$ cat config.mk
export PLATFORM = sky130hd
export DESIGN_NAME = ipv6_routing_header_processor
export DESIGN_NICKNAME = d
export VERILOG_FILES = /design/src/hdl/iprh_pkg.sv /design/src/hdl/ipv6_routing_header_processor.sv
export VERILOG_INCLUDE_DIRS = /design/src /design/src/hdl
export SDC_FILE = /design/constraint.sdc
export NUM_CORES = 1
export LEC_CHECK = 0
export BUFFER_PORTS_ARGS = -buffer_cell sky130_fd_sc_hd__buf_2
export CORE_UTILIZATION = 60
export CTS_CLUSTER_DIAMETER = 30
export DETAILED_ROUTE_END_ITERATION = 6
export PLACE_DENSITY = 0.88
export SKIP_LAST_GASP = 1
export SLEW_MARGIN = 20
export SYNTH_ARGS = -nofsm -noshare
export SYNTH_HDL_FRONTEND = slang
export SYNTH_SLANG_ARGS = --single-unit
$ cat constraint.sdc
create_clock -name clk -period 34.8 [get_ports clk]
set_input_delay 0 -clock clk [delete_from_list [all_inputs] [get_ports clk]]
set_output_delay 0 -clock clk [all_outputs]
set_load 0.05 [all_outputs]
$ cat src/hdl/ipv6_routing_header_processor_assert.svh
// assertion macros shared by the routing header processor
`ifndef IPV6_ROUTING_HEADER_PROCESSOR_ASSERT_SVH
`define IPV6_ROUTING_HEADER_PROCESSOR_ASSERT_SVH

// same-cycle implication, disabled during reset
`define IPRH_ASSERT_NOW(label, ante, cons, msg) \
  label: assert property (@(posedge clk) disable iff (!rst_n) (ante) |-> (cons)) \
    else $error(msg);

// next-cycle implication, disabled during reset
`define IPRH_ASSERT_NEXT(label, ante, cons, msg) \
  label: assert property (@(posedge clk) disable iff (!rst_n) (ante) |=> (cons)) \
    else $error(msg);

`endif

$ cat src/hdl/iprh_pkg.sv
// ----------------------------------------------------------------------------
// iprh_pkg
// shared constants, codes and helpers of the ipv6 routing header processor
// ----------------------------------------------------------------------------
package iprh_pkg;

  localparam int MAX_PKT_BYTES_DEF = 2048;
  localparam logic [6:0] MAX_ADDR_RST = 7'd23;

  localparam int OFS_W = 11;
  localparam int IN_DATA_W = 8;
  localparam int OUT_DATA_W = 168;
  localparam int OUT_USER_W = 2;

  typedef logic [2:0] phase_t;
  typedef logic [1:0] verdict_t;

  localparam phase_t PH_FIXED = 3'd0;
  localparam phase_t PH_EXT8 = 3'd1;
  localparam phase_t PH_ESP = 3'd2;
  localparam phase_t PH_FRAG = 3'd3;
  localparam phase_t PH_ROUT = 3'd4;
  localparam phase_t PH_CAPT = 3'd5;
  localparam phase_t PH_SKIP = 3'd6;
  localparam phase_t PH_END = 3'd7;

  localparam verdict_t V_PLAIN = 2'd0;
  localparam verdict_t V_REWRITE = 2'd1;
  localparam verdict_t V_DROP = 2'd2;
  localparam verdict_t V_TRUNC = 2'd3;

  localparam logic [7:0] NH_HOPOPT = 8'd0;
  localparam logic [7:0] NH_ROUTING = 8'd43;
  localparam logic [7:0] NH_FRAG = 8'd44;
  localparam logic [7:0] NH_ESP = 8'd50;
  localparam logic [7:0] NH_DSTOPT = 8'd60;
  localparam logic [7:0] RT_TYPE0 = 8'd0;

  // parse phase for a header kind, PH_END when the walk stops
  function automatic phase_t iprh_enter_phase(input logic [7:0] kind);
    phase_t ph;
    case (kind)
      NH_HOPOPT, NH_DSTOPT: ph = PH_EXT8;
      NH_ESP: ph = PH_ESP;
      NH_FRAG: ph = PH_FRAG;
      NH_ROUTING: ph = PH_ROUT;
      default: ph = PH_END;
    endcase
    return ph;
  endfunction

endpackage

$ cat src/hdl/ipv6_routing_header_processor.sv
// ----------------------------------------------------------------------------
// ipv6_routing_header_processor
// walks the ipv6 extension header chain and reports type 0 routing rewrites
// ----------------------------------------------------------------------------
// One packet byte is taken per cycle, starting at the fixed header, and each
// byte passes through the header walker in the cycle it is accepted. At most
// one result per packet leaves from a single output register in the cycle after
// the byte that settles the verdict (or after the final byte if none did).
// in_tready drops only while a result sits in that register and out_tready
// is low; otherwise a byte can be accepted every cycle.
module ipv6_routing_header_processor #(
  parameter int MAX_PKT_BYTES = iprh_pkg::MAX_PKT_BYTES_DEF
) (
  input  logic                              clk,
  input  logic                              rst_n,
  input  logic                              cfg_wr_en,
  input  logic [6:0]                        cfg_wr_data,   // max_addresses
  input  logic                              in_tvalid,
  output logic                              in_tready,
  input  logic [iprh_pkg::IN_DATA_W-1:0]    in_tdata,      // data_byte
  input  logic                              in_tlast,      // last_byte
  output logic                              out_tvalid,
  input  logic                              out_tready,
  // hop_limit_out, segments_left_out, segments_left_offset, swap_offset,
  // new_dst_high, new_dst_low, zero fill
  output logic [iprh_pkg::OUT_DATA_W-1:0]   out_tdata,
  output logic [iprh_pkg::OUT_USER_W-1:0]   out_tuser      // verdict
);

  import iprh_pkg::*;

  localparam int PW = $clog2(MAX_PKT_BYTES + 1);
  localparam int JW = $clog2(MAX_PKT_BYTES + 2049) + 1;
  localparam logic [JW-1:0] MAX_J = JW'(MAX_PKT_BYTES);
  localparam logic [PW-1:0] MAX_P = PW'(MAX_PKT_BYTES);

  logic [6:0]    max_addr_r;
  logic [PW-1:0] pos_r, pos_nxt;
  logic [7:0]    kind_r, kind_nxt;
  logic [PW-1:0] hs_r, hs_nxt;
  logic [7:0]    hop_r, hop_nxt;
  logic [7:0]    rlen_r, rlen_nxt;
  logic [7:0]    seg_r, seg_nxt;
  logic [PW-1:0] swap_r, swap_nxt;
  phase_t        phase_r, phase_nxt;
  logic          decided_r, decided_nxt;
  logic [127:0]  addr_r, addr_nxt;

  logic          out_valid_r;
  verdict_t      out_user_r;
  logic [OUT_DATA_W-1:0] out_data_r;

  logic          in_acc;
  logic          res_vld;
  verdict_t      res_code;
  logic [OUT_DATA_W-1:0] res_data;
  logic [JW-1:0] off_w;
  logic [JW-1:0] jump_w;
  logic [JW-1:0] swap_w;
  logic [6:0]    count;
  logic [7:0]    b;
  phase_t        enter_ph;
  logic          go_jump;
  logic          go_enter;

  assign in_tready = !out_valid_r || out_tready;
  assign in_acc = in_tvalid && in_tready;
  assign b = in_tdata;

  always_comb begin
    pos_nxt = pos_r;
    kind_nxt = kind_r;
    hs_nxt = hs_r;
    hop_nxt = hop_r;
    rlen_nxt = rlen_r;
    seg_nxt = seg_r;
    swap_nxt = swap_r;
    phase_nxt = phase_r;
    decided_nxt = decided_r;
    addr_nxt = addr_r;
    res_vld = 1'b0;
    res_code = V_PLAIN;
    res_data = '0;
    off_w = JW'(pos_r) - JW'(hs_r);
    jump_w = '0;
    count = rlen_r[7:1];
    swap_w = '0;
    go_jump = 1'b0;
    go_enter = 1'b0;
    enter_ph = PH_END;

    if (in_acc) begin
      if (pos_r < MAX_P) begin
        pos_nxt = pos_r + PW'(1);
        if (!decided_r) begin
          case (phase_r)
            PH_FIXED: begin
              if (pos_r == PW'(6)) kind_nxt = b;
              if (pos_r == PW'(7)) begin
                hop_nxt = b;
                if (b == 8'd0) begin
                  res_vld = 1'b1;
                  res_code = V_DROP;
                end
              end
              if (pos_r == PW'(39)) begin
                hs_nxt = PW'(40);
                go_enter = 1'b1;
              end
            end
            PH_SKIP: begin
              if (JW'(pos_r) + JW'(1) == JW'(hs_r)) go_enter = 1'b1;
            end
            PH_EXT8: begin
              if (off_w == JW'(0)) kind_nxt = b;
              if (off_w == JW'(1)) begin
                jump_w = JW'(hs_r) + ((JW'(b) + JW'(1)) << 3);
                go_jump = 1'b1;
              end
            end
            PH_ESP: begin
              if (off_w == JW'(0)) kind_nxt = b;
              if (off_w == JW'(1)) begin
                jump_w = JW'(hs_r) + ((JW'(b) + JW'(2)) << 2);
                go_jump = 1'b1;
              end
            end
            PH_FRAG: begin
              if (off_w == JW'(0)) begin
                kind_nxt = b;
                jump_w = JW'(hs_r) + JW'(8);
                go_jump = 1'b1;
              end
            end
            PH_ROUT: begin
              if (off_w == JW'(1)) rlen_nxt = b;
              if (off_w == JW'(2)) kind_nxt = b;
              if (off_w == JW'(3)) begin
                res_vld = 1'b1;
                if (kind_r != RT_TYPE0) begin
                  res_code = V_PLAIN;
                end else if (rlen_r[0]) begin
                  res_code = V_DROP;
                end else if (count > max_addr_r) begin
                  res_code = V_DROP;
                end else if (b == 8'd0) begin
                  res_code = V_PLAIN;
                end else if (b > {1'b0, count}) begin
                  res_code = V_DROP;
                end else begin
                  seg_nxt = b;
                  swap_w = JW'(hs_r) + JW'(8) + (JW'(count - b[6:0]) << 4);
                  swap_nxt = PW'(swap_w);
                  if (swap_w + JW'(16) > MAX_J) begin
                    res_code = V_TRUNC;
                  end else begin
                    res_vld = 1'b0;
                    addr_nxt = '0;
                    phase_nxt = PH_CAPT;
                  end
                end
              end
            end
            PH_CAPT: begin
              if (pos_r >= swap_r) begin
                addr_nxt = {addr_r[119:0], b};
                if (JW'(pos_r) == JW'(swap_r) + JW'(15)) begin
                  res_vld = 1'b1;
                  res_code = V_REWRITE;
                end
              end
            end
            default: begin
            end
          endcase

          if (go_jump) begin
            hs_nxt = PW'(jump_w);
            if (jump_w > MAX_J) begin
              res_vld = 1'b1;
              res_code = V_TRUNC;
            end else begin
              phase_nxt = PH_SKIP;
            end
          end

          if (go_enter) begin
            enter_ph = iprh_enter_phase(kind_nxt);
            if (enter_ph == PH_END) begin
              res_vld = 1'b1;
              res_code = V_PLAIN;
            end else begin
              phase_nxt = enter_ph;
            end
          end
        end
      end

      if (res_vld) begin
        decided_nxt = 1'b1;
      end else if (in_tlast && !decided_r) begin
        res_vld = 1'b1;
        res_code = V_TRUNC;
      end

      res_data[7:0] = hop_nxt;
      if (res_code == V_REWRITE) begin
        res_data[7:0] = hop_nxt - 8'd1;
        res_data[15:8] = seg_nxt - 8'd1;
        res_data[26:16] = OFS_W'(JW'(hs_nxt) + JW'(3));
        res_data[37:27] = OFS_W'(JW'(swap_nxt));
        res_data[101:38] = addr_nxt[127:64];
        res_data[165:102] = addr_nxt[63:0];
      end

      if (in_tlast) begin
        pos_nxt = '0;
        kind_nxt = '0;
        hs_nxt = '0;
        hop_nxt = '0;
        rlen_nxt = '0;
        seg_nxt = '0;
        swap_nxt = '0;
        phase_nxt = PH_FIXED;
        decided_nxt = 1'b0;
        addr_nxt = '0;
      end
    end
  end

  always_ff @(posedge clk) begin
    if (!rst_n) begin
      max_addr_r <= MAX_ADDR_RST;
      pos_r <= '0;
      kind_r <= '0;
      hs_r <= '0;
      hop_r <= '0;
      rlen_r <= '0;
      seg_r <= '0;
      swap_r <= '0;
      phase_r <= PH_FIXED;
      decided_r <= 1'b0;
      addr_r <= '0;
      out_valid_r <= 1'b0;
    end else begin
      if (cfg_wr_en) max_addr_r <= cfg_wr_data;
      pos_r <= pos_nxt;
      kind_r <= kind_nxt;
      hs_r <= hs_nxt;
      hop_r <= hop_nxt;
      rlen_r <= rlen_nxt;
      seg_r <= seg_nxt;
      swap_r <= swap_nxt;
      phase_r <= phase_nxt;
      decided_r <= decided_nxt;
      addr_r <= addr_nxt;
      if (in_acc && res_vld) begin
        out_valid_r <= 1'b1;
      end else if (out_tready) begin
        out_valid_r <= 1'b0;
      end
    end
  end

  always_ff @(posedge clk) begin
    if (in_acc && res_vld) begin
      out_user_r <= res_code;
      out_data_r <= res_data;
    end
  end

  assign out_tvalid = out_valid_r;
  assign out_tuser = out_user_r;
  assign out_tdata = out_data_r;

`include "ipv6_routing_header_processor_assert.svh"

  `IPRH_ASSERT_NOW(a_no_second_result, in_acc && decided_r, !res_vld || !decided_nxt || in_tlast, "result after packet already decided")
  `IPRH_ASSERT_NOW(a_rewrite_from_capture, in_acc && res_vld && res_code == V_REWRITE, phase_r == PH_CAPT, "rewrite verdict outside address capture")
  `IPRH_ASSERT_NEXT(a_clear_after_last, in_acc && in_tlast, pos_r == '0 && !decided_r && phase_r == PH_FIXED, "packet state not cleared after last byte")
  `IPRH_ASSERT_NOW(a_pos_in_window, 1'b1, pos_r <= MAX_P, "byte position beyond window")

endmodule
======== Word level (Yosys, flattened, before mapping) ========
Cells that the tools add are included.
storage, ports and cells
  input bits .............................. 21
  ROM bits ................................ 0
  logic and storage cells ................. 239
  memory bits (writable) .................. 0
  bits in latches ......................... 0
  memories ................................ 0
  flip-flop bits (word level) ............. 376
operators by class
  reduce and logical (&&, ||, !) cells .... 26
  multipliers ............................. 0
  equality and inequality tests ........... 26
  bitwise operators ....................... 0
  multiplexer cells ....................... 150
  magnitude comparators ................... 6
  shift-type cells ........................ 0
  $add $sub $neg .......................... 15
  divide/modulo/power cells ............... 0
operators by type and width
  kind                     count
  $mux W128                11
  $mux W8                  32
  $pmux W128 S2            1
  $mux W12                 19
  $mux W3                  19
  $mux W14                 3
  $mux W13                 3
  $pmux W13 S3             1
  $mux W1                  37
  $mux W2                  18
  $eq A8 B6 Y1 const B     4
  $eq A14 B2 Y1 const B    2
  $gt A14 B12 Y1 const B   2
  $add A12 B4 Y13 const B  2
  $eq A12 B3 Y1 const B    2
  $pmux W8 S3              1
  $logic_not A8 Y1         2
  $sub A8 B1 Y8 const B    2
  $add A13 B14 Y14         1
  $add A14 B5 Y14 const B  1
  $eq A14 B1 Y1 const B    1
  $logic_not A14 Y1        1
  $add A12 B1 Y13 const B  1
  $add A12 B11 Y13         1
  35 further kinds         56

======== Longest topological paths before layout ========
Gate-level depths: netlist (run 1).
  depth after elaboration ................. 24
  gate-level depth with buffers ........... 25
  depth with buffers taken out ............ 23

======== Worst setup path after synthesis (run 1) ========
No wires, ideal clock.
  kind .................................... register -> register
  from .................................... register hs_r[5]
  to ...................................... register out_data_r[0] (netlist: out_tdata[0]), enable pin
  setup time .............................. 0.754 ns
  path buffers ............................ 3
  path slack .............................. 22.215 ns
  clock period less this slack ............ 12.585 ns
  cell stages (with the launch flop) ...... 18
  data required time ...................... 34.046 ns
  arrival time ............................ 11.831 ns
  cells stage by stage .................... dfxtp_1 > clkbuf_1 > inv_1 > ha_1 > buf_2 > and4_1 > o21ai_2 > a21oi_1 > or3_4 > a2111o_1 > buf_6 > o31ai_4 > a21boi_1 > a211o_1 > mux2i_4 > a21oi_1 > a21oi_2 > o22ai_1
on the way
  word-level cells in the longest chain between the ends .. 23
RTL lines
  what                                                       line                                  source
  start: declaration                                         ipv6_routing_header_processor.sv:40   logic [PW-1:0] hs_r, hs_nxt;
  start signal: assignment                                   ipv6_routing_header_processor.sv:249  hs_r <= hs_nxt;
  branches (longest 16 deep; another with $add A13 B14 Y14)  n/a
  $mux W1 *                                                  ipv6_routing_header_processor.sv:187  if (go_enter) begin
  $mux W1 *                                                  ipv6_routing_header_processor.sv:95   if (!decided_r) begin
  $mux W1 *                                                  ipv6_routing_header_processor.sv:93   if (pos_r < MAX_P) begin
  $mux W1 *                                                  ipv6_routing_header_processor.sv:92   if (in_acc) begin
  $mux W1 *                                                  ipv6_routing_header_processor.sv:199  if (res_vld) begin
  $mux W1 *                                                  ipv6_routing_header_processor.sv:92
  $logic_and A1 B1 Y1 *                                      ipv6_routing_header_processor.sv:266  if (in_acc && res_vld) begin
  end signal: assignment                                     ipv6_routing_header_processor.sv:268  out_data_r <= res_data;
  end: declaration                                           ipv6_routing_header_processor.sv:51   logic [OUT_DATA_W-1:0] out_data_r;
Every way passes the cells marked *. The select of a mux whose other input is x is not followed.
A chain may end at the register's enable or synchronous reset.

======== Worst setup path after layout (run 1) ========
  from .................................... register hs_r[6]
  to ...................................... register addr_r[53]
on the way
  word-level cells in the longest chain between the ends .. 15
RTL lines
  what                    line                                  source
  $add A12 B4 Y13         ipv6_routing_header_processor.sv:152  swap_w = JW'(hs_r) + JW'(8) + (JW'(count - b[6:0]) << 4);
  $add A13 B14 Y14        ipv6_routing_header_processor.sv:152
  $add A14 B5 Y14         ipv6_routing_header_processor.sv:154  if (swap_w + JW'(16) > MAX_J) begin
  $gt A14 B12 Y1          ipv6_routing_header_processor.sv:154
  $mux W128               ipv6_routing_header_processor.sv:154
  $mux W128               ipv6_routing_header_processor.sv:148  end else if (b > {1'b0, count}) begin
  $mux W128               ipv6_routing_header_processor.sv:146  end else if (b == 8'd0) begin
  $mux W128               ipv6_routing_header_processor.sv:144  end else if (count > max_addr_r) begin
  $mux W128               ipv6_routing_header_processor.sv:142  end else if (rlen_r[0]) begin
  $mux W128               ipv6_routing_header_processor.sv:140  if (kind_r != RT_TYPE0) begin
  $mux W128 *             ipv6_routing_header_processor.sv:138  if (off_w == JW'(3)) begin
  $pmux W128 S2 *         ipv6_routing_header_processor.sv:96   case (phase_r)
  $mux W128 *             ipv6_routing_header_processor.sv:95
  $mux W128 *             ipv6_routing_header_processor.sv:93
  $mux W128 *             ipv6_routing_header_processor.sv:216  if (in_tlast) begin
  end signal: assignment  ipv6_routing_header_processor.sv:256  addr_r <= addr_nxt;
  end: declaration        ipv6_routing_header_processor.sv:47   logic [127:0] addr_r, addr_nxt;
Mark *: on every way between the ends. The rest lies on a longest branch, timed or not.

==> run summary, run 1 <==
The number of endpoints with negative hold slack in the final report came out at 0. The final antenna-violating net count is 0. The min-delay analysis places its worst path in the category in -> reg. The number of antenna diodes in the final layout is 0. The critical path launch point is hs_r[6].

The worst register-to-register path ends at addr_r[53]. The post-CTS setup-driven buffer insertion count came out at 0. The total area inside the core boundary comes to 0.0327 sq mm. The sum of routed wire length over all layers came out at 62.7 mm. The final period utilization came out at 18.9%.

The arrival time of the worst setup path is 7070 ps. Timing would allow up to 152 MHz. The synthesized design contains 376 register bits.

The clock buffer count from CTS came out at 70. Clock tree synthesis selected as its root buffer the cell sky130_fd_sc_hd__clkbuf_16. The ratio of cells with drive above 1 in the final layout is 15.8%. The total vias in the final route is 18,695.

The static power due to leakage is 0.00882 uW. The proportion of synthesized flip-flops having asynchronous set or reset is 0%. Relative to the synthesized area, the layout overhead comes to 18.4%. The final reports fail on DRC.

For this run, the post-layout net count is 2,436. The multi-input gate area in the final layout is 0.0100 sq mm. The global router's overall resource usage came out at 36.4%. TritonCTS built the clock tree.

The detailed router finished its first iteration with 2,781 violations. The die area is 0.0342 sq mm. The worst setup path is captured at a register. The worst setup path is launched from a register. The critical path in this run is classified as reg -> reg. The tool flagged a number of max-cap violations equal to 0. The internal reg-to-reg setup slack came out at 28,240 ps.

For this run, global-route usage on met3 was measured as 6.84%. The global-route wire length before repair is 97.3 mm. The share of the synthesized area in the top cell type is 25.1%.

At the end of the flow the core is filled with cells to 72.8%. The count of filler cells inserted in the layout came out at 2,314. The pre-antenna-repair detailed-routing pass consisted of 7 iterations. The top-level I/O count is 193.

For this design the ratio of total power to cell area is 51.3 mW/mm^2. At the later pin of the worst-skew pair, clock insertion delay measures 580 ps. In this run the cell area measured after placement is 0.0211 sq mm. The horizontal die dimension is 185 um. The maximum vdd ir drop came out at 0.0438 mV. The number of enable-type register cells in the synthesized netlist is 168. Dividing the detail-routed via count by the number of cells gives 6.61. The overall overflow remaining after global route is 0. Setup repair after global routing left no endpoint under its margin. The required time of the worst setup path came out at 35,310 ps. The final max-slew violation count is 0. By area the synthesized netlist is led by sky130_fd_sc_hd__edfxtp_1 25%, sky130_fd_sc_hd__dfxtp_1 21%, sky130_fd_sc_hd__a22oi_1 11%. Entering global routing, the biggest net connects 167 pins. The power consumption came out at 1220 uW. Of all nets on the critical path, the largest fanout is 82. The clock tree buffer depth is 3. The number of sinks handled by clock tree synthesis is 376. The most frequent cell after synthesis is sky130_fd_sc_hd__nor2_1. The depth of the CTS H-tree is 3. The pin slew with the least headroom to its limit came out at 1230 ps. The met2 track demand over resource in global routing came out at 56.7%. The depth of the worst register-to-register path is 18. Routability-driven placement finished with a final weighted congestion of 1.05. The routed length per placed instance is 22.2 um. The worst register-to-register path begins at hs_r[6]. The average instance area after synthesis is 9.21 sq um. The met1 usage in global routing came out at 47.5%.

The worst slew margin relative to its limit came out at 17.9%. The initial utilization of the core area, before any placement, comes to 61.4%. The total number of placement rows is 66. The share of the yosys chip area belonging to registers is 45.8%. The setup total negative slack came out at 0 ps.

After synthesis, the netlist uses 101 different library cells. The half-perimeter wire length of the detailed placement result came out at 39.4 mm. The number of placed instances, taps included, is 2,670. The critical path ends at addr_r[53].

The synthesized instance count is 2,182. Among all flip-flop cells after synthesis, the most frequent one is sky130_fd_sc_hd__dfxtp_1. The number of global-route vias before repair came out at 17,717. The number of remaining DRC errors is 9. The height of the die came out at 185 um. The clock-pin slew reported for the worst setup and hold paths after clock tree synthesis is 50 ps. The setup skew after layout came out at 31.8 ps. Setup violations remaining at the end of the flow were counted as 0. The biggest area contributor in the post-synthesis netlist is sky130_fd_sc_hd__edfxtp_1. The number of antenna violations at the first check in global routing is 1. The port buffer count came out at 190. After routing the design area is 0.0238 sq mm. For this run, the number of Yosys warnings is 0. After synthesis, the most frequently instantiated cells are 443 x sky130_fd_sc_hd__nor2_1, 286 x sky130_fd_sc_hd__a22oi_1, 208 x sky130_fd_sc_hd__dfxtp_1. The sequential standard cell area came out at 0.00921 sq mm. The run finished, with violations left.

The final standard cell count with taps included and fillers excluded is 2,827. The netlist area before placement is 0.0201 sq mm. The shortest clock period the worst path allows after layout came out at 6560 ps. After global routing, the most crowded layer is met2.
[layout make-up]
cell class,count,area share [%]
clock buffers,78,7.58
clock inverters,51,2.33
inverters,75,1.20
multi-input cells,1574,42.1
flip-flops and latches,376,38.7
well taps,442,2.32
repair buffers,231,5.71
[how the worst min path moves through the flow]
stage | start | to | slack, ps | cells after the start
final | in_tdata[5] | addr_r[5] | 40 | 3
after CTS | in_tdata[5] | addr_r[5] | 9 | 3
after global routing | in_tdata[5] | addr_r[5] | 20 | 3
after global placement | cfg_wr_data[0] | max_addr_r[0] | 230 | 3
after floorplan | cfg_wr_data[0] | max_addr_r[0] | 130 | 2
after detailed placement | cfg_wr_data[1] | max_addr_r[1] | 230 | 3
[where the power goes]
group,switching [uW],internal [uW],leakage [uW]
Combinational,60.4,19.5,0.00431
Sequential,2.95,467,0.00337
Clock,250,421,0.00113
Total,314,908,0.00882
[layout by cell type, fill, tap and decap left out, types with 68 or more instances in the layout]
master                        n
sky130_fd_sc_hd__nor2_1     443
sky130_fd_sc_hd__a22oi_1    286
sky130_fd_sc_hd__dfxtp_1    208
sky130_fd_sc_hd__buf_2      190
sky130_fd_sc_hd__edfxtp_1   168
sky130_fd_sc_hd__a21oi_1    103
sky130_fd_sc_hd__nand2_1     88
sky130_fd_sc_hd__ha_1        82
sky130_fd_sc_hd__inv_1       72
sky130_fd_sc_hd__clkbuf_16   71
sky130_fd_sc_hd__o21ai_0     68
[metrics by stage]
| stage | hold slack, ps | setup WS [ps] |
|---|---|---|
| global route | 16.8 | 27840 |
| detailed placement | 229 | 28560 |
| CTS | 8.65 | 28400 |
| floorplan | 129 | 22210 |
| finish | 38.5 | 28240 |
| global placement | 225 | 28630 |
[cell families after synthesis]
group	share of synthesized area, %
flip-flops	45.8
XOR/XNOR	3.92
buffers and inverters	4.56
multiplexers	1.67
adder cells (fa/ha/maj)	5.61
AND/OR/NAND/NOR	16.8
AO/OA/AOI/OAI	21.6
other	0.0187
[what timing repair did]
item | in CTS | in global routing
hold buffers | 27 | 0
resized for setup | 0 | 0
hold endpoints to repair | 23 | 0
[critical path, cell delays in order, from the launching register on]
cell	delay [ps]
sky130_fd_sc_hd__dfxtp_1	580
sky130_fd_sc_hd__inv_1	230
sky130_fd_sc_hd__nor3_1	350
sky130_fd_sc_hd__and3_1	260
sky130_fd_sc_hd__nand2_1	80
sky130_fd_sc_hd__xnor2_1	430
sky130_fd_sc_hd__ha_1	350
sky130_fd_sc_hd__or2_2	300
sky130_fd_sc_hd__o211a_1	140
sky130_fd_sc_hd__a21o_1	180
sky130_fd_sc_hd__a21oi_1	170
sky130_fd_sc_hd__xnor2_1	160
sky130_fd_sc_hd__mux2i_1	380
sky130_fd_sc_hd__nor4_1	180
sky130_fd_sc_hd__o21ai_4	920
sky130_fd_sc_hd__a21o_4	550
sky130_fd_sc_hd__buf_4	780
sky130_fd_sc_hd__a22oi_1	210
sky130_fd_sc_hd__nor2_1	180
[state kept, by name (all words and copies together) (netlist names)]
register and cells:
out_tuser 2, hs_r 12, decided_r 1, swap_r 12, addr_r 128, out_tvalid 1, pos_r 12, rlen_r 8
kind_r 8, hop_r 8, phase_r 3, out_tdata 166, seg_r 8, max_addr_r 7
[metal layers]
metal | wire [um] | part of all wire (%) | vias up
met5 | 13 | 0.021 | -
met2 | 28300 | 45 | 1337
li1 | - | - | 8255
met4 | 3500 | 5.6 | 2
met3 | 6540 | 10 | 298
met1 | 24400 | 39 | 8803
Note: power is estimated with default switching activity, not from simulation.
==> inputs of run 2 (changes only) <==
Clock period 34.8 ns to 6.7 ns, I/O delays scaled along.
==> run summary, run 2 (same netlist as run 1, synthesis figures left out) <==
The setup skew after layout came out at 45.0 ps. The worst setup timing slack at the placement stage came out at 1320 ps. Setup violations remaining at the end of the flow were counted as 0.

The HPWL after detailed placement is 38.3 mm. The starting DRC count in detailed routing is 2,864. The worst setup path is of the reg -> reg kind. The top-level I/O count is 193. Hold is met by 30.1 ps. The standard cell core area is 0.0327 sq mm. The sum of routed wire length over all layers came out at 61.5 mm. The final antenna-violating net count came out at 0. The final max-slew violation count is 0. Global routing consumed, on the met3 layer, 7.24% of the routing resources. The met2 track demand over resource in global routing is 55.5%. The total number of placement rows is 66. CTS built an H-tree with a depth of 3. The number of flip-flops in the largest register is 166. The checks that failed: DRC. The required time of the worst setup path is 7130 ps. IR analysis of the VDD net gives a maximum drop of 0.220 mV. After global routing the overflow that remains totals 0.

The ratio of cells with drive above 1 in the final layout is 16.2%. The height of the die came out at 185 um. The routed layout has 18,563 vias. The most frequent standard cell in the layout excluding fill and tap cells is sky130_fd_sc_hd__nor2_1. The analysis attributes to cell leakage a power of 0.00889 uW. The met1 usage in global routing came out at 47.9%.

The cell sitting at the root of the clock tree is a sky130_fd_sc_hd__clkbuf_16. For this configuration, the core starts out at a cell density of 61.4%. The clock tree buffer depth is 3. The die covers 0.0342 sq mm.

For this run, the top clock speed supported by timing is 180 MHz. The worst setup path is launched from a register. The shortest clock period the worst path allows after layout is 5550 ps.

The tightest min-delay check is of the in -> reg type. The largest fanout on the critical path came out at 42. For the final routed database, the setup TNS stands at 0 ps.

The final core area utilization came out at 73.1%. In the global route stage, overall resource usage came out at 35.8%. After detailed routing, the number of vias per cell comes to 6.55. The layer flagged by global routing as most heavily used is met2.

The maximum number of pins on one net before global-route repair came out at 129. Setup repair after global routing left no endpoint under its margin. Clock-pin slew was measured on the worst setup and hold paths at 60 ps.

The number of antenna violations at the first check in global routing is 1. The number of remaining DRC errors is 1. The final period utilization came out at 82.9%. The source-to-sink clock delay at the later pin of the worst-skew pair is 590 ps. STA puts the critical path data arrival time at 5980 ps. The total power density per cell area is 268 mW/mm^2.

The area growth from synthesis to layout came out at 19.0%. The horizontal die dimension came out at 185 um. The clock buffer count from CTS is 67. The worst setup path is captured at a register. The length of the first detailed-routing pass in iterations is 7.

The clock net in this run drives a total of 376 sinks. Max-cap violations in this run came to 0. The first global-routing pass estimated 95.4 mm of wire. The number of global-route vias before repair is 17,545. Setup slack closes at 1150 ps. The worst slew margin relative to its limit is 25.4%.

TritonCTS built the clock tree. The number of endpoints with negative hold slack in the final report is 0. The pin slew with the least headroom to its limit is 1120 ps.

The flow ran to the end, but the final reports show violations. The weighted congestion at the end of routability-driven global placement came out at 1.01. The total number of nets in the final design came out at 2,443. Leaving out fill and tap cells, the most frequent cells in the layout are 442 x sky130_fd_sc_hd__nor2_1, 286 x sky130_fd_sc_hd__a22oi_1, 208 x sky130_fd_sc_hd__dfxtp_1.

The port buffer count came out at 190. The routed length per placed instance is 21.7 um.
## run 2: changes by cell type in the layout (fill, tap and decap cells not counted), sizes merged
cell,previous run,this run
clkinv,29,18
clkinvlp,8,6
diode,0,1
bufinv,5,6
buf,204,215
dlygate4sd3,27,26
inv,84,90
## run 2: report_power, final
group | internal, uW | leakage [uW] | total (uW) | switching [uW]
Sequential | 2430 | 0.00337 | 2440 | 15.6
Combinational | 103 | 0.00437 | 413 | 309
Clock | 2230 | 0.00115 | 3550 | 1320
Total | 4750 | 0.00889 | 6400 | 1650
## run 2: area by class of cell
cell class                 instances  area, sq um
clock buffer                      78         1800
antenna                            1         2.50
clock inverter                    45          582
multi-input combinational       1574        10000
timing repair buffer             241         1450
fill                            2240         8790
tap                              442          553
inverter                          75          287
sequential                       376         9210
## run 2: worst paths after layout
check             startpoint    endpoint  slack [ps]  cells past startpoint
hold reg to reg     hop_r[4]    hop_r[4]         500                      2
hold / removal    out_tready  out_tvalid          30                      3
setup / recovery     hs_r[7]  addr_r[90]        1150                     20
setup reg to reg     hs_r[7]  addr_r[90]        1150                     20
## run 2: repair_timing
action	in CTS	in global routing
gates resized for setup	0	0
endpoints found under the hold margin	24	0
setup buffers	0	0
hold buffers	26	0
## run 2: through the flow
| step | area [sq um] | std cells | power, uW |
|---|---|---|---|
| 2_1_floorplan | 20100 | 2183 | 2770 |
| 5_1_grt | 23900 | 2832 | 6540 |
| 3_3_place_gp | 21300 | 2682 | 2870 |
| 4_1_cts | 23900 | 2831 | 6390 |
| 3_5_place_dp | 21300 | 2682 | 2870 |
| 6_report | 23900 | 2832 | 6400 |
## run 2: routing by layer
layer / share of wire, % / wire, um
met2: 46 / 28400
met3: 9.8 / 6050
met1: 40 / 24600
met5: 0 / 0
met4: 3.9 / 2420
## run 2: critical path, stage by stage (launching register included)
cell                      delay, ps
sky130_fd_sc_hd__dfxtp_1        530
sky130_fd_sc_hd__inv_1          210
sky130_fd_sc_hd__nor3_1         280
sky130_fd_sc_hd__nand2_1        110
sky130_fd_sc_hd__xnor2_1        270
sky130_fd_sc_hd__inv_1          130
sky130_fd_sc_hd__ha_1           340
sky130_fd_sc_hd__o21a_1         120
sky130_fd_sc_hd__o31a_1         120
sky130_fd_sc_hd__o21ai_0        270
sky130_fd_sc_hd__nor2b_1        200
sky130_fd_sc_hd__xor2_1         200
sky130_fd_sc_hd__or4_1          530
sky130_fd_sc_hd__nor2_1         110
sky130_fd_sc_hd__mux2i_1        130
sky130_fd_sc_hd__nor4_1         690
sky130_fd_sc_hd__o21ai_4        120
sky130_fd_sc_hd__a21o_4         410
sky130_fd_sc_hd__buf_4          280
sky130_fd_sc_hd__a22oi_1        260
sky130_fd_sc_hd__nor2_1          60
